`src/sv/sgss_pkg.sv`:
```
// Shared constants, codes and state type for the sort / gcd / search / select engine.
`default_nettype none
package sgss_pkg;
   localparam int MAX_ITEMS = 32;
   localparam int IDX_W     = $clog2(MAX_ITEMS);
   localparam int CNT_W     = IDX_W + 1;
   localparam int VAL_W     = 16;
   localparam int RANK_W    = 8;
   localparam int REQ_W     = 48;
   localparam int RSP_W     = 56;

   typedef enum logic [1:0] {
      ACT_LOAD   = 2'd0,
      ACT_SEARCH = 2'd1,
      ACT_SELECT = 2'd2,
      ACT_NONE   = 2'd3
   } action_type;

   typedef enum logic [3:0] {
      S_IDLE,
      S_SORT_RD,
      S_SORT_LD,
      S_SORT_SCAN,
      S_SORT_WR,
      S_GCD,
      S_EMIT_RD,
      S_EMIT_LD,
      S_EMIT_DIV,
      S_EMIT_OUT,
      S_SRCH,
      S_SRCH_OUT,
      S_SEL_RD,
      S_SEL_OUT
   } state_type;
endpackage
`default_nettype wire

```
`src/sv/sort_gcd_search_select_engine.sv`:
```
// Top level: weight store, rank sort, binary gcd, divider and result register.
// A plain load writes one word while the store has room; a select reads the sorted
//   store into the result register; a search scans every stored word. A final load
//   runs the set: per element i a rank pass (read, load, scan, write) and a binary gcd,
//   then per element an emit (read, load, 16-step division, output), whose output step
//   waits while rsp_tready is low. The single read port of the original store sets the
//   scan lengths. One word in work at a time; req_tready is high only when idle.
//   Synchronous active-high reset clears control state.
`default_nettype none
module sort_gcd_search_select_engine (
   input  wire logic                       clock,
   input  wire logic                       reset,
   // req_tdata: action[1:0], weight_value[17:2], search_key[33:18], rank[41:34], 0 pad
   input  wire logic [sgss_pkg::REQ_W-1:0] req_tdata,
   input  wire logic                       req_tlast,   // final_load
   input  wire logic                       req_tvalid,
   output logic                            req_tready,
   // rsp_tdata: sorted_value[15:0], bar_length[31:16], found[32],
   //            selected_value[48:33], rank_valid[49], 0 pad
   output logic [sgss_pkg::RSP_W-1:0]      rsp_tdata,
   output logic                            rsp_tlast,   // end_of_run
   output logic                            rsp_tvalid,
   input  wire logic                       rsp_tready
);

   localparam int IW = sgss_pkg::IDX_W;
   localparam int CW = sgss_pkg::CNT_W;
   localparam int VW = sgss_pkg::VAL_W;

   sgss_pkg::state_type  state_ff, state_in;
   sgss_pkg::action_type act;

   logic [VW-1:0]               f_weight, f_key;
   logic [sgss_pkg::RANK_W-1:0] f_rank, rank_m1;
   logic                        acc, out_free, scan_done, gcd_done, last_elem;

   // set state
   logic [CW-1:0] count_ff, count_in, base_cnt;
   logic          complete_ff, complete_in;
   logic [VW-1:0] gcd_ff, gcd_in;

   // sequencing
   logic [CW-1:0] i_ff, i_in, j_ff, j_in, jd_ff, jd_in, rank_ff, rank_in;
   logic          dv_ff, dv_in;
   logic [VW-1:0] vi_ff, vi_in, key_ff, key_in, sv_ff, sv_in;
   logic          hit_ff, hit_in, selok_ff, selok_in;
   logic [IW-1:0] seladdr_ff, seladdr_in;

   // gcd unit
   logic [VW-1:0] ga_ff, ga_in, gb_ff, gb_in, g_res;
   logic [3:0]    gk_ff, gk_in;

   // divider
   logic [VW-1:0] dq_ff, dq_in;
   logic [VW:0]   dr_ff, dr_in, d_try;
   logic [4:0]    dcnt_ff, dcnt_in;

   // result register
   logic          o_valid_ff, o_valid_in, o_found_ff, o_found_in, o_rv_ff, o_rv_in;
   logic          o_last_ff, o_last_in;
   logic [VW-1:0] o_sv_ff, o_sv_in, o_bar_ff, o_bar_in, o_sel_ff, o_sel_in;

   // memories
   logic [VW-1:0] orig_mem [sgss_pkg::MAX_ITEMS];
   logic [VW-1:0] sort_mem [sgss_pkg::MAX_ITEMS];
   logic          orig_we, orig_re, sort_we, sort_re;
   logic [IW-1:0] orig_waddr, orig_raddr, sort_waddr, sort_raddr;
   logic [VW-1:0] orig_wdata, sort_wdata, orig_rdata_ff, sort_rdata_ff;

   assign act      = sgss_pkg::action_type'(req_tdata[1:0]);
   assign f_weight = req_tdata[17:2];
   assign f_key    = req_tdata[33:18];
   assign f_rank   = req_tdata[41:34];
   assign rank_m1  = f_rank - 8'd1;

   assign req_tready = (state_ff == sgss_pkg::S_IDLE);
   assign acc        = req_tvalid && req_tready;
   assign out_free   = !o_valid_ff || rsp_tready;
   assign scan_done  = (j_ff == count_ff) && !dv_ff;
   assign gcd_done   = (ga_ff == '0) || (gb_ff == '0);
   assign g_res      = (ga_ff == '0) ? (gb_ff << gk_ff) : (ga_ff << gk_ff);
   assign last_elem  = (i_ff + CW'(1)) == count_ff;
   assign base_cnt   = complete_ff ? '0 : count_ff;
   assign d_try      = {dr_ff[VW-1:0], dq_ff[VW-1]};

   assign rsp_tvalid = o_valid_ff;
   assign rsp_tlast  = o_last_ff;
   assign rsp_tdata  = {6'd0, o_rv_ff, o_sel_ff, o_found_ff, o_bar_ff, o_sv_ff};

   // Next state
   always_comb begin
      state_in = state_ff;
      unique case (state_ff)
         sgss_pkg::S_IDLE: begin
            if (acc) begin
               unique case (act)
                  sgss_pkg::ACT_LOAD:   state_in = req_tlast ? sgss_pkg::S_SORT_RD
                                                             : sgss_pkg::S_IDLE;
                  sgss_pkg::ACT_SEARCH: state_in = sgss_pkg::S_SRCH;
                  sgss_pkg::ACT_SELECT: state_in = sgss_pkg::S_SEL_RD;
                  default:              state_in = sgss_pkg::S_IDLE;
               endcase
            end
         end
         sgss_pkg::S_SORT_RD:   state_in = sgss_pkg::S_SORT_LD;
         sgss_pkg::S_SORT_LD:   state_in = sgss_pkg::S_SORT_SCAN;
         sgss_pkg::S_SORT_SCAN: if (scan_done) state_in = sgss_pkg::S_SORT_WR;
         sgss_pkg::S_SORT_WR:   state_in = sgss_pkg::S_GCD;
         sgss_pkg::S_GCD: begin
            if (gcd_done) state_in = last_elem ? sgss_pkg::S_EMIT_RD : sgss_pkg::S_SORT_RD;
         end
         sgss_pkg::S_EMIT_RD:   state_in = sgss_pkg::S_EMIT_LD;
         sgss_pkg::S_EMIT_LD:   state_in = sgss_pkg::S_EMIT_DIV;
         sgss_pkg::S_EMIT_DIV:  if (dcnt_ff == '0) state_in = sgss_pkg::S_EMIT_OUT;
         sgss_pkg::S_EMIT_OUT: begin
            if (out_free) state_in = last_elem ? sgss_pkg::S_IDLE : sgss_pkg::S_EMIT_RD;
         end
         sgss_pkg::S_SRCH:      if (scan_done) state_in = sgss_pkg::S_SRCH_OUT;
         sgss_pkg::S_SRCH_OUT:  if (out_free) state_in = sgss_pkg::S_IDLE;
         sgss_pkg::S_SEL_RD:    state_in = sgss_pkg::S_SEL_OUT;
         sgss_pkg::S_SEL_OUT:   if (out_free) state_in = sgss_pkg::S_IDLE;
         default:               state_in = sgss_pkg::S_IDLE;
      endcase
   end

   // Datapath and outputs
   always_comb begin
      count_in = count_ff;  complete_in = complete_ff;  gcd_in = gcd_ff;
      i_in = i_ff;  j_in = j_ff;  jd_in = jd_ff;  dv_in = 1'b0;  rank_in = rank_ff;
      vi_in = vi_ff;  key_in = key_ff;  sv_in = sv_ff;  hit_in = hit_ff;
      selok_in = selok_ff;  seladdr_in = seladdr_ff;
      ga_in = ga_ff;  gb_in = gb_ff;  gk_in = gk_ff;
      dq_in = dq_ff;  dr_in = dr_ff;  dcnt_in = dcnt_ff;
      o_valid_in = o_valid_ff && !rsp_tready;
      o_sv_in = o_sv_ff;  o_bar_in = o_bar_ff;  o_found_in = o_found_ff;
      o_sel_in = o_sel_ff;  o_rv_in = o_rv_ff;  o_last_in = o_last_ff;
      orig_we = 1'b0;  orig_waddr = base_cnt[IW-1:0];  orig_wdata = f_weight;
      orig_re = 1'b0;  orig_raddr = j_ff[IW-1:0];
      sort_we = 1'b0;  sort_waddr = rank_ff[IW-1:0];  sort_wdata = vi_ff;
      sort_re = 1'b0;  sort_raddr = i_ff[IW-1:0];

      unique case (state_ff)
         sgss_pkg::S_IDLE: begin
            if (acc) begin
               unique case (act)
                  sgss_pkg::ACT_LOAD: begin
                     complete_in = req_tlast;
                     count_in    = base_cnt;
                     if (base_cnt < CW'(sgss_pkg::MAX_ITEMS)) begin
                        orig_we  = 1'b1;
                        count_in = base_cnt + CW'(1);
                     end
                     gcd_in = '0;
                     i_in   = '0;
                  end
                  sgss_pkg::ACT_SEARCH: begin
                     key_in = f_key;
                     hit_in = 1'b0;
                     j_in   = '0;
                  end
                  sgss_pkg::ACT_SELECT: begin
                     selok_in   = complete_ff && (f_rank != '0) &&
                                  (f_rank <= sgss_pkg::RANK_W'(count_ff));
                     seladdr_in = rank_m1[IW-1:0];
                  end
                  default: ;
               endcase
            end
         end
         sgss_pkg::S_SORT_RD: begin
            orig_re    = 1'b1;
            orig_raddr = i_ff[IW-1:0];
         end
         sgss_pkg::S_SORT_LD: begin
            vi_in   = orig_rdata_ff;
            j_in    = '0;
            rank_in = '0;
         end
         sgss_pkg::S_SORT_SCAN, sgss_pkg::S_SRCH: begin
            if (j_ff != count_ff) begin
               orig_re = 1'b1;
               dv_in   = 1'b1;
               jd_in   = j_ff;
               j_in    = j_ff + CW'(1);
            end
            if (dv_ff) begin
               // stable rank: smaller values, plus equal values stored earlier
               if ((orig_rdata_ff < vi_ff) || ((orig_rdata_ff == vi_ff) && (jd_ff < i_ff)))
                  rank_in = rank_ff + CW'(1);
               if (orig_rdata_ff == key_ff) hit_in = 1'b1;
            end
         end
         sgss_pkg::S_SORT_WR: begin
            sort_we = 1'b1;
            ga_in   = gcd_ff;
            gb_in   = vi_ff;
            gk_in   = '0;
         end
         sgss_pkg::S_GCD: begin
            if (gcd_done) begin
               gcd_in = g_res;
               i_in   = last_elem ? '0 : i_ff + CW'(1);
            end else if (!ga_ff[0] && !gb_ff[0]) begin
               ga_in = ga_ff >> 1;
               gb_in = gb_ff >> 1;
               gk_in = gk_ff + 4'd1;
            end else if (!ga_ff[0]) begin
               ga_in = ga_ff >> 1;
            end else if (!gb_ff[0]) begin
               gb_in = gb_ff >> 1;
            end else if (ga_ff >= gb_ff) begin
               ga_in = ga_ff - gb_ff;
            end else begin
               gb_in = gb_ff - ga_ff;
            end
         end
         sgss_pkg::S_EMIT_RD: begin
            orig_re    = 1'b1;
            orig_raddr = i_ff[IW-1:0];
            sort_re    = 1'b1;
         end
         sgss_pkg::S_EMIT_LD: begin
            sv_in   = sort_rdata_ff;
            dq_in   = orig_rdata_ff;
            dr_in   = '0;
            dcnt_in = 5'd16;
         end
         sgss_pkg::S_EMIT_DIV: begin
            // restoring division, one quotient bit a cycle
            if (dcnt_ff != '0) begin
               if (d_try >= {1'b0, gcd_ff}) begin
                  dr_in = d_try - {1'b0, gcd_ff};
                  dq_in = {dq_ff[VW-2:0], 1'b1};
               end else begin
                  dr_in = d_try;
                  dq_in = {dq_ff[VW-2:0], 1'b0};
               end
               dcnt_in = dcnt_ff - 5'd1;
            end
         end
         sgss_pkg::S_EMIT_OUT: begin
            if (out_free) begin
               o_valid_in = 1'b1;
               o_sv_in    = sv_ff;
               o_bar_in   = (gcd_ff == '0) ? '0 : dq_ff;
               o_found_in = 1'b0;
               o_sel_in   = '0;
               o_rv_in    = 1'b0;
               o_last_in  = last_elem;
               i_in       = i_ff + CW'(1);
            end
         end
         sgss_pkg::S_SRCH_OUT: begin
            if (out_free) begin
               o_valid_in = 1'b1;
               o_sv_in    = '0;
               o_bar_in   = '0;
               o_found_in = hit_ff;
               o_sel_in   = '0;
               o_rv_in    = 1'b0;
               o_last_in  = 1'b1;
            end
         end
         sgss_pkg::S_SEL_RD: begin
            sort_re    = selok_ff;
            sort_raddr = seladdr_ff;
         end
         sgss_pkg::S_SEL_OUT: begin
            if (out_free) begin
               o_valid_in = 1'b1;
               o_sv_in    = '0;
               o_bar_in   = '0;
               o_found_in = 1'b0;
               o_sel_in   = selok_ff ? sort_rdata_ff : '0;
               o_rv_in    = selok_ff;
               o_last_in  = 1'b1;
            end
         end
         default: ;
      endcase
   end

   // Original and sorted stores, one write and one registered read each
   always_ff @(posedge clock) begin
      if (orig_we) orig_mem[orig_waddr] <= orig_wdata;
      if (orig_re) orig_rdata_ff <= orig_mem[orig_raddr];
   end

   always_ff @(posedge clock) begin
      if (sort_we) sort_mem[sort_waddr] <= sort_wdata;
      if (sort_re) sort_rdata_ff <= sort_mem[sort_raddr];
   end

   always_ff @(posedge clock) begin
      if (reset) begin
         state_ff    <= sgss_pkg::S_IDLE;
         count_ff    <= '0;
         complete_ff <= 1'b0;
         gcd_ff      <= '0;
         dv_ff       <= 1'b0;
         o_valid_ff  <= 1'b0;
      end else begin
         state_ff    <= state_in;
         count_ff    <= count_in;
         complete_ff <= complete_in;
         gcd_ff      <= gcd_in;
         dv_ff       <= dv_in;
         o_valid_ff  <= o_valid_in;
      end
   end

   always_ff @(posedge clock) begin
      i_ff <= i_in;  j_ff <= j_in;  jd_ff <= jd_in;  rank_ff <= rank_in;
      vi_ff <= vi_in;  key_ff <= key_in;  sv_ff <= sv_in;  hit_ff <= hit_in;
      selok_ff <= selok_in;  seladdr_ff <= seladdr_in;
      ga_ff <= ga_in;  gb_ff <= gb_in;  gk_ff <= gk_in;
      dq_ff <= dq_in;  dr_ff <= dr_in;  dcnt_ff <= dcnt_in;
      o_sv_ff <= o_sv_in;  o_bar_ff <= o_bar_in;  o_found_ff <= o_found_in;
      o_sel_ff <= o_sel_in;  o_rv_ff <= o_rv_in;  o_last_ff <= o_last_in;
   end

   // Checks
   a_count_bound: assert property (@(posedge clock) disable iff (reset)
      count_ff <= CW'(sgss_pkg::MAX_ITEMS))
      else $error("element count above capacity");

   a_sort_rank: assert property (@(posedge clock) disable iff (reset)
      (state_ff == sgss_pkg::S_SORT_WR) |-> (rank_ff < count_ff))
      else $error("sort rank outside stored set");

   a_emit_index: assert property (@(posedge clock) disable iff (reset)
      (state_ff == sgss_pkg::S_EMIT_OUT) |-> (i_ff < count_ff))
      else $error("emit index outside stored set");

endmodule
`default_nettype wire
```
`config.mk`:
```
export PLATFORM = sky130hd
export DESIGN_NAME = sort_gcd_search_select_engine
export DESIGN_NICKNAME = d
export VERILOG_FILES = /design/src/sv/sgss_pkg.sv /design/src/sv/sort_gcd_search_select_engine.sv
export SDC_FILE = /design/constraint.sdc
export NUM_CORES = 2
export LEC_CHECK = 0
export BUFFER_PORTS_ARGS = -buffer_cell sky130_fd_sc_hd__clkbuf_2
export CAP_MARGIN = 10
export CORE_AREA = 4 4 401 403
export DETAILED_ROUTE_END_ITERATION = 6
export DIE_AREA = 0 0 405 407
export PLACE_DENSITY = 0.57
export RECOVER_POWER = 25
export SYNTH_ARGS = -nofsm -noshare
export SYNTH_HDL_FRONTEND = slang
export SYNTH_SLANG_ARGS = --single-unit
```
`constraint.sdc`:
```
create_clock -name clock -period 4 [get_ports clock]
set_input_delay 1.2 -clock clock [delete_from_list [all_inputs] [get_ports clock]]
set_output_delay 1.2 -clock clock [all_outputs]
set_load 0.02 [all_outputs]
```
# == After elaboration in Yosys (flattened, before gate mapping) ==
# Memories as Yosys holds them, arrays and structs flattened. A register that Yosys moved wholly into a read port is not among the register bits.
# Index checks and enable logic that the tools add are counted.
# classes
n_addsub,10
n_lt_le_gt_ge,6
eq_ne,44
shift,2
muxes,93
bitwise,1
reduce_logical,59
# ops
op,count
16-bit two-way mux,23
16-bit case mux with 2 select lines,8
6-bit two-way mux,12
4-bit case mux with 13 select lines,1
16-bit logical NOT,3
16-bit subtractor,3
4-bit two-way mux,9
6-bit case mux with 3 select lines,2
16-bit == test,2
16-bit by 4-bit left shift with 16-bit output,2
"2-bit inequality test, second input constant",14
3-bit AND reduction,9
"6-bit by 1-bit adder with 6-bit output, second input constant",4
"4-bit == test, second input constant",6
1-bit two-way mux,23
17-bit by 16-bit >= comparator with 1-bit output,1
"4-bit by 3-bit == test with 1-bit output, second input constant",4
16-bit >= comparator,1
16-bit < comparator,1
4-bit AND reduction,4
2-bit nonzero test,8
5-bit two-way mux,3
6-bit == test,2
"2-bit by 1-bit inequality test with 1-bit output, second input constant",6
33 further kinds,64
# totals
regBits,232
ramBits,1024
inputBits,53
mem_count,2
# memory_table
name,words,word_bits,read_ports,rd_clocked_by_memory_dff,wr,line,text
orig_mem,32,16,1,1,1,sort_gcd_search_select_engine.sv:64,logic [VW-1:0] orig_mem [sgss_pkg::MAX_ITEMS];
sort_mem,32,16,1,1,1,sort_gcd_search_select_engine.sv:65,logic [VW-1:0] sort_mem [sgss_pkg::MAX_ITEMS];

# == Longest topological paths before layout ==
# depth
ltp_word,8
depth_mapped,13
depth_no_buf,11

# == Worst setup path after synthesis ==
# OpenSTA, ideal clock, no wires.
# synth_path
kind,register to register
start,register state_ff[0]
end,memory orig_mem[7][0] (netlist bit) (enable)
setup_time_ns,0.409
arrival_ns,3.216
required_ns,3.591
setup_slack_ns,0.375
stages_incl_launch_ff,7
period_less_slack_ns,3.625
cell_sequence,dfxtp_1 -> clkbuf_1 -> nor4_1 -> and3_1 -> clkbuf_1 -> nand2_1 -> nor3_1
# synth_via
elab_chain_len,6
# synth_rtl
element,line,text
"start, declared",sort_gcd_search_select_engine.sv:30,"sgss_pkg::state_type state_ff, state_in;"
"start signal, assigned",sort_gcd_search_select_engine.sv:296,state_ff <= sgss_pkg::S_IDLE;
"start signal, assigned",sort_gcd_search_select_engine.sv:303,state_ff <= state_in;
4-bit logical NOT (*),sort_gcd_search_select_engine.sv:76,assign req_tready = (state_ff == sgss_pkg::S_IDLE);
named net req_tready,sort_gcd_search_select_engine.sv:17,"output logic req_tready,"
1-bit logical AND,sort_gcd_search_select_engine.sv:77,assign acc = req_tvalid && req_tready;
1-bit two-way mux,sort_gcd_search_select_engine.sv:144,if (acc) begin
1-bit two-way mux (*),sort_gcd_search_select_engine.sv:142,unique case (state_ff)
1-bit two-way mux (*),sort_gcd_search_select_engine.sv:285,if (orig_we) orig_mem[orig_waddr] <= orig_wdata;
1-bit two-way mux (not written as such) (*),sort_gcd_search_select_engine.sv:285,
"end, declared",sort_gcd_search_select_engine.sv:64,
# The timed path passes the listed nets; every way through them passes the cells marked *.

# == Worst setup path in the final report ==
# layout_path
start,register state_ff[0]
end,"register orig_rdata_ff[15] (read register of orig_mem), data pin"
# layout_via
elab_chain_len,3
elab_cells_between_ends,8
classes_between,eq/ne: 4; mux: 2; reduce/logical: 2
# layout_rtl
element,line,text
4-bit by 3-bit == test with 1-bit output (tied with other cells),sort_gcd_search_select_engine.sv:142,
2-bit OR reduction (on tied branches),n/a,
1-bit case mux with 2 select lines / 5-bit two-way mux (equally long branches),sort_gcd_search_select_engine.sv:142,
"end, declared",sort_gcd_search_select_engine.sv:68,"logic [VW-1:0] orig_wdata, sort_wdata, orig_rdata_ff, sort_rdata_ff;"
# Several ways; a longest one is shown, not always the timed one.
# A chain may end at the register's enable or synchronous reset.

==> results.py <==
metrics = {
    "status": {
        "outcome": "complete, but fails checks",
        "violations": "capacitance limit, slew limit",
    },
    "layout": {
        "reg.largest.list": "orig_mem: 512 flops, sort_mem: 512 flops",
        "syn_to_final_growth_pct": 15.21,
        "fin_nets": 4699,
        "postLayoutCoreUtil_pct": 40.05,
        "drive_gt1_share_pct": 11.74,
    },
    "placement": {
        "routabilityCongestion": 0.8789,
        "dp_hpwl_microns": 93690,
        "numPortBuffers": 99,
    },
    "clocking": {
        "cts_made_buffers": 137,
        "postCtsHoldBufs": 0,
        "cts_tree": "yes",
        "cts_setup_buffers": 0,
        "ctsHtreeMaxLevel": 4,
        "clk_latency_ns": 0.78,
        "path_clk_slew_ns": 0.06,
        "clock-sinks": 1287,
        "clockBufferDepth": 3,
        "cts_resized": 0,
        "root_buffer": "clkbuf_16",
    },
    "floorplanning": {
        "core_sq_um": 157500,
        "start_util_pct": 34.76,
        "dieHeight_microns": 407,
        "ios": 112,
        "die_area_sq_um": 164800,
        "die_x_microns": 405,
        "fp-row-count": 146,
    },
    "timing": {
        "fin_setup_tns_ns": 0,
        "slew_headroom_pct": -49.31,
        "fmax_mhz": 282.6,
        "layout_min_cycle_time_ns": 3.538,
        "final-setup-viol-count": 0,
        "rsz0062_at_grt": "false",
        "min_period_over_period_pct": 88.45,
        "finalMaxSlewViolations": 367,
        "finalHoldViolations": 0,
        "holdWs_ns": 0.4462,
        "tightest_slew_ns": 2.240,
        "finalClockSkew_ns": 0.02611,
    },
    "worst_hold_path": {
        "hp-start": "sort_rdata_ff[7]",
        "whs_endpoint": "sv_ff[7]",
        "hold_depth": 0,
        "hp-class": "flip-flop to flip-flop",
    },
    "power": {
        "finalPower_uw": 39310,
        "power_density_nw_per_um2": 623.2,
        "p_leak_uw": 0.02161,
        "ir_drop_mv": 0.5302,
    },
    "setup_path": {
        "r2r-start": "state_ff[0]",
        "cp_common_cell": "buf_4",
        "slowest_stage": "a2111oi_1",
        "critPathArrivalTime_ns": 4.01,
        "r2r_cells": 10,
        "crit_path_start_kind": "flip-flop",
        "crit_fanout": 54,
        "cpPeakStageDelay_ns": 0.66,
        "required_ns": 4.47,
        "r2r_slack_ns": 0.46,
        "endpoint_kind": "flip-flop",
        "worstPathCellList": "or3b_1 -> a21o_1 -> buf_4 -> mux2i_4 -> buf_12 -> buf_4 -> nand2_1 -> a32oi_1 -> a31oi_1 -> a2111oi_1",
        "critPathKind": "flip-flop to flip-flop",
        "r2r-end": "orig_rdata_ff[15]",
    },
    "route": {
        "firstDrtPassIters": 6,
        "ant_nets": 0,
        "wl_per_cell_microns": 22.28,
        "vias": 35317,
        "wl_microns": 149800,
        "drc": 0,
        "drt_iter0_drc": 3430,
        "via_per_inst": 5.253,
    },
    "synth": {
        "synth_cell_types": 79,
        "syn_inst": 4346,
        "yosysTopAreaCell": "edfxtp_1",
        "avgSynthCellArea_sq_um": 12.60,
        "yosys_register_bits": 1287,
        "yosysTopAreaCellShare_pct": 69.01,
        "synth_area_leaders": "edfxtp_1, nand2_1, nand3_1",
        "synthMostInstantiatedCell": "edfxtp_1",
        "synth-main-ff-cell": "edfxtp_1",
        "synth-edff-count": 1258,
        "ys_seq_area_share_pct": 70.07,
        "synthArstFlopShare_pct": 0,
        "synth_area_sq_um": 54740,
        "synthTopCellsByCount": "edfxtp_1, nand2_1, nand3_1, clkbuf_1, nor2_1",
        "yosysWarnings": 0,
    },
    "global_route": {
        "antenna_found_initial": 5,
        "grt_pass1_vias": 33899,
        "grt.total_usage_pct": 17.89,
        "grt_pass1_wl_microns": 220500,
        "overflow": 0,
        "grt_max_degree": 92,
    },
    "job": {
        "maxCapViolCount": 12,
    },
}
## worst max-delay path, delay by kind of cell (launching register included)
family	cells	cell delay (ns)
compound gates	4	1.33
buf+inv	3	0.84
flops	1	0.34
mux	1	0.21
simple gates	2	0.45
## worst max path at each step
| stage | endpoint | slack (ns) | cells after the start | startpoint |
|---|---|---|---|---|
| final | orig_rdata_ff[15] | 0.46 | 10 | state_ff[0] |
| after global routing | rank_ff[2] | 0.14 | 7 | sort_wdata[4] |
| after CTS | orig_rdata_ff[15] | 0.52 | 10 | state_ff[0] |
| after detailed placement | orig_mem[22][8] | 0.51 | 9 | req_tdata[0] |
| after global placement | gb_ff[7] | 0.52 | 11 | ga_ff[0] |
| after floorplan | orig_mem[7][0] | 0.37 | 6 | state_ff[0] |
## layer usage
| layer | up-vias | wire length, microns | global-route usage, % |
|---|---|---|---|
| met4 | 2 | 4716 | 6.456 |
| met1 | 17509 | 65930 | 24.87 |
| li1 | 16418 | - | - |
| met5 | - | 15 | 0 |
| met2 | 1161 | 68600 | 27.93 |
| met3 | 227 | 10520 | 3.558 |
## metrics by stage
stage	setup WS, ns	area (sq um)	cells
4_1_cts	0.5190	63110	6722
6_report	0.4618	63070	6723
3_5_place_dp	0.5051	58910	6481
3_3_place_gp	0.5171	58910	6481
2_1_floorplan	0.3748	54760	4351
5_1_grt	0.1372	63070	6723
## cell usage in the layout (no fill, tap or decap), types with 31 or more instances in the layout
cell type / instances
clkbuf_2: 89
mux2i_1: 72
a21oi_1: 110
a31oi_1: 119
nand2_1: 1037
and2_1: 37
ha_1: 95
clkinv_1: 31
clkbuf_16: 140
xor2_1: 33
buf_4: 172
edfxtp_1: 1258
nor2_1: 138
nand4_1: 110
xnor2_1: 40
nor2b_1: 36
o21ai_0: 57
a32oi_1: 51
clkbuf_1: 50
inv_1: 110
nand3_1: 407
nor3_1: 34
## where the power goes
part	switching [uW]	internal [uW]
sequential	616	16100
combinational	7210	3390
clock	5250	6780
total	13100	26200
## logic make-up (layout without fill, tap and decap cells)
family / Yosys count / after routing / synth area share, %
AO/OA/AOI/OAI: 520 / 520 / 6.461
XOR/XNOR: 74 / 74 / 1.209
multiplexers: 82 / 82 / 1.643
AND/OR/NAND/NOR: 1930 / 1930 / 15.71
other: 1 / 7 / 0.006850
adder cells (fa/ha/maj): 98 / 98 / 2.281
flip-flops: 1287 / 1287 / 70.07
buffers and inverters: 354 / 653 / 2.617
## area by class of cell
type | instances | area [sq um]
clock inverters | 69 | 580.6
multi-input cells | 2710 | 15270
inverters | 111 | 416.7
well taps | 2072 | 2592
fillers | 14671 | 94400
clock buffers | 172 | 3623
flip-flops and latches | 1287 | 38360
diodes | 1 | 2.502
repair buffers | 301 | 2228
Power figures use the tool's default switching activity.
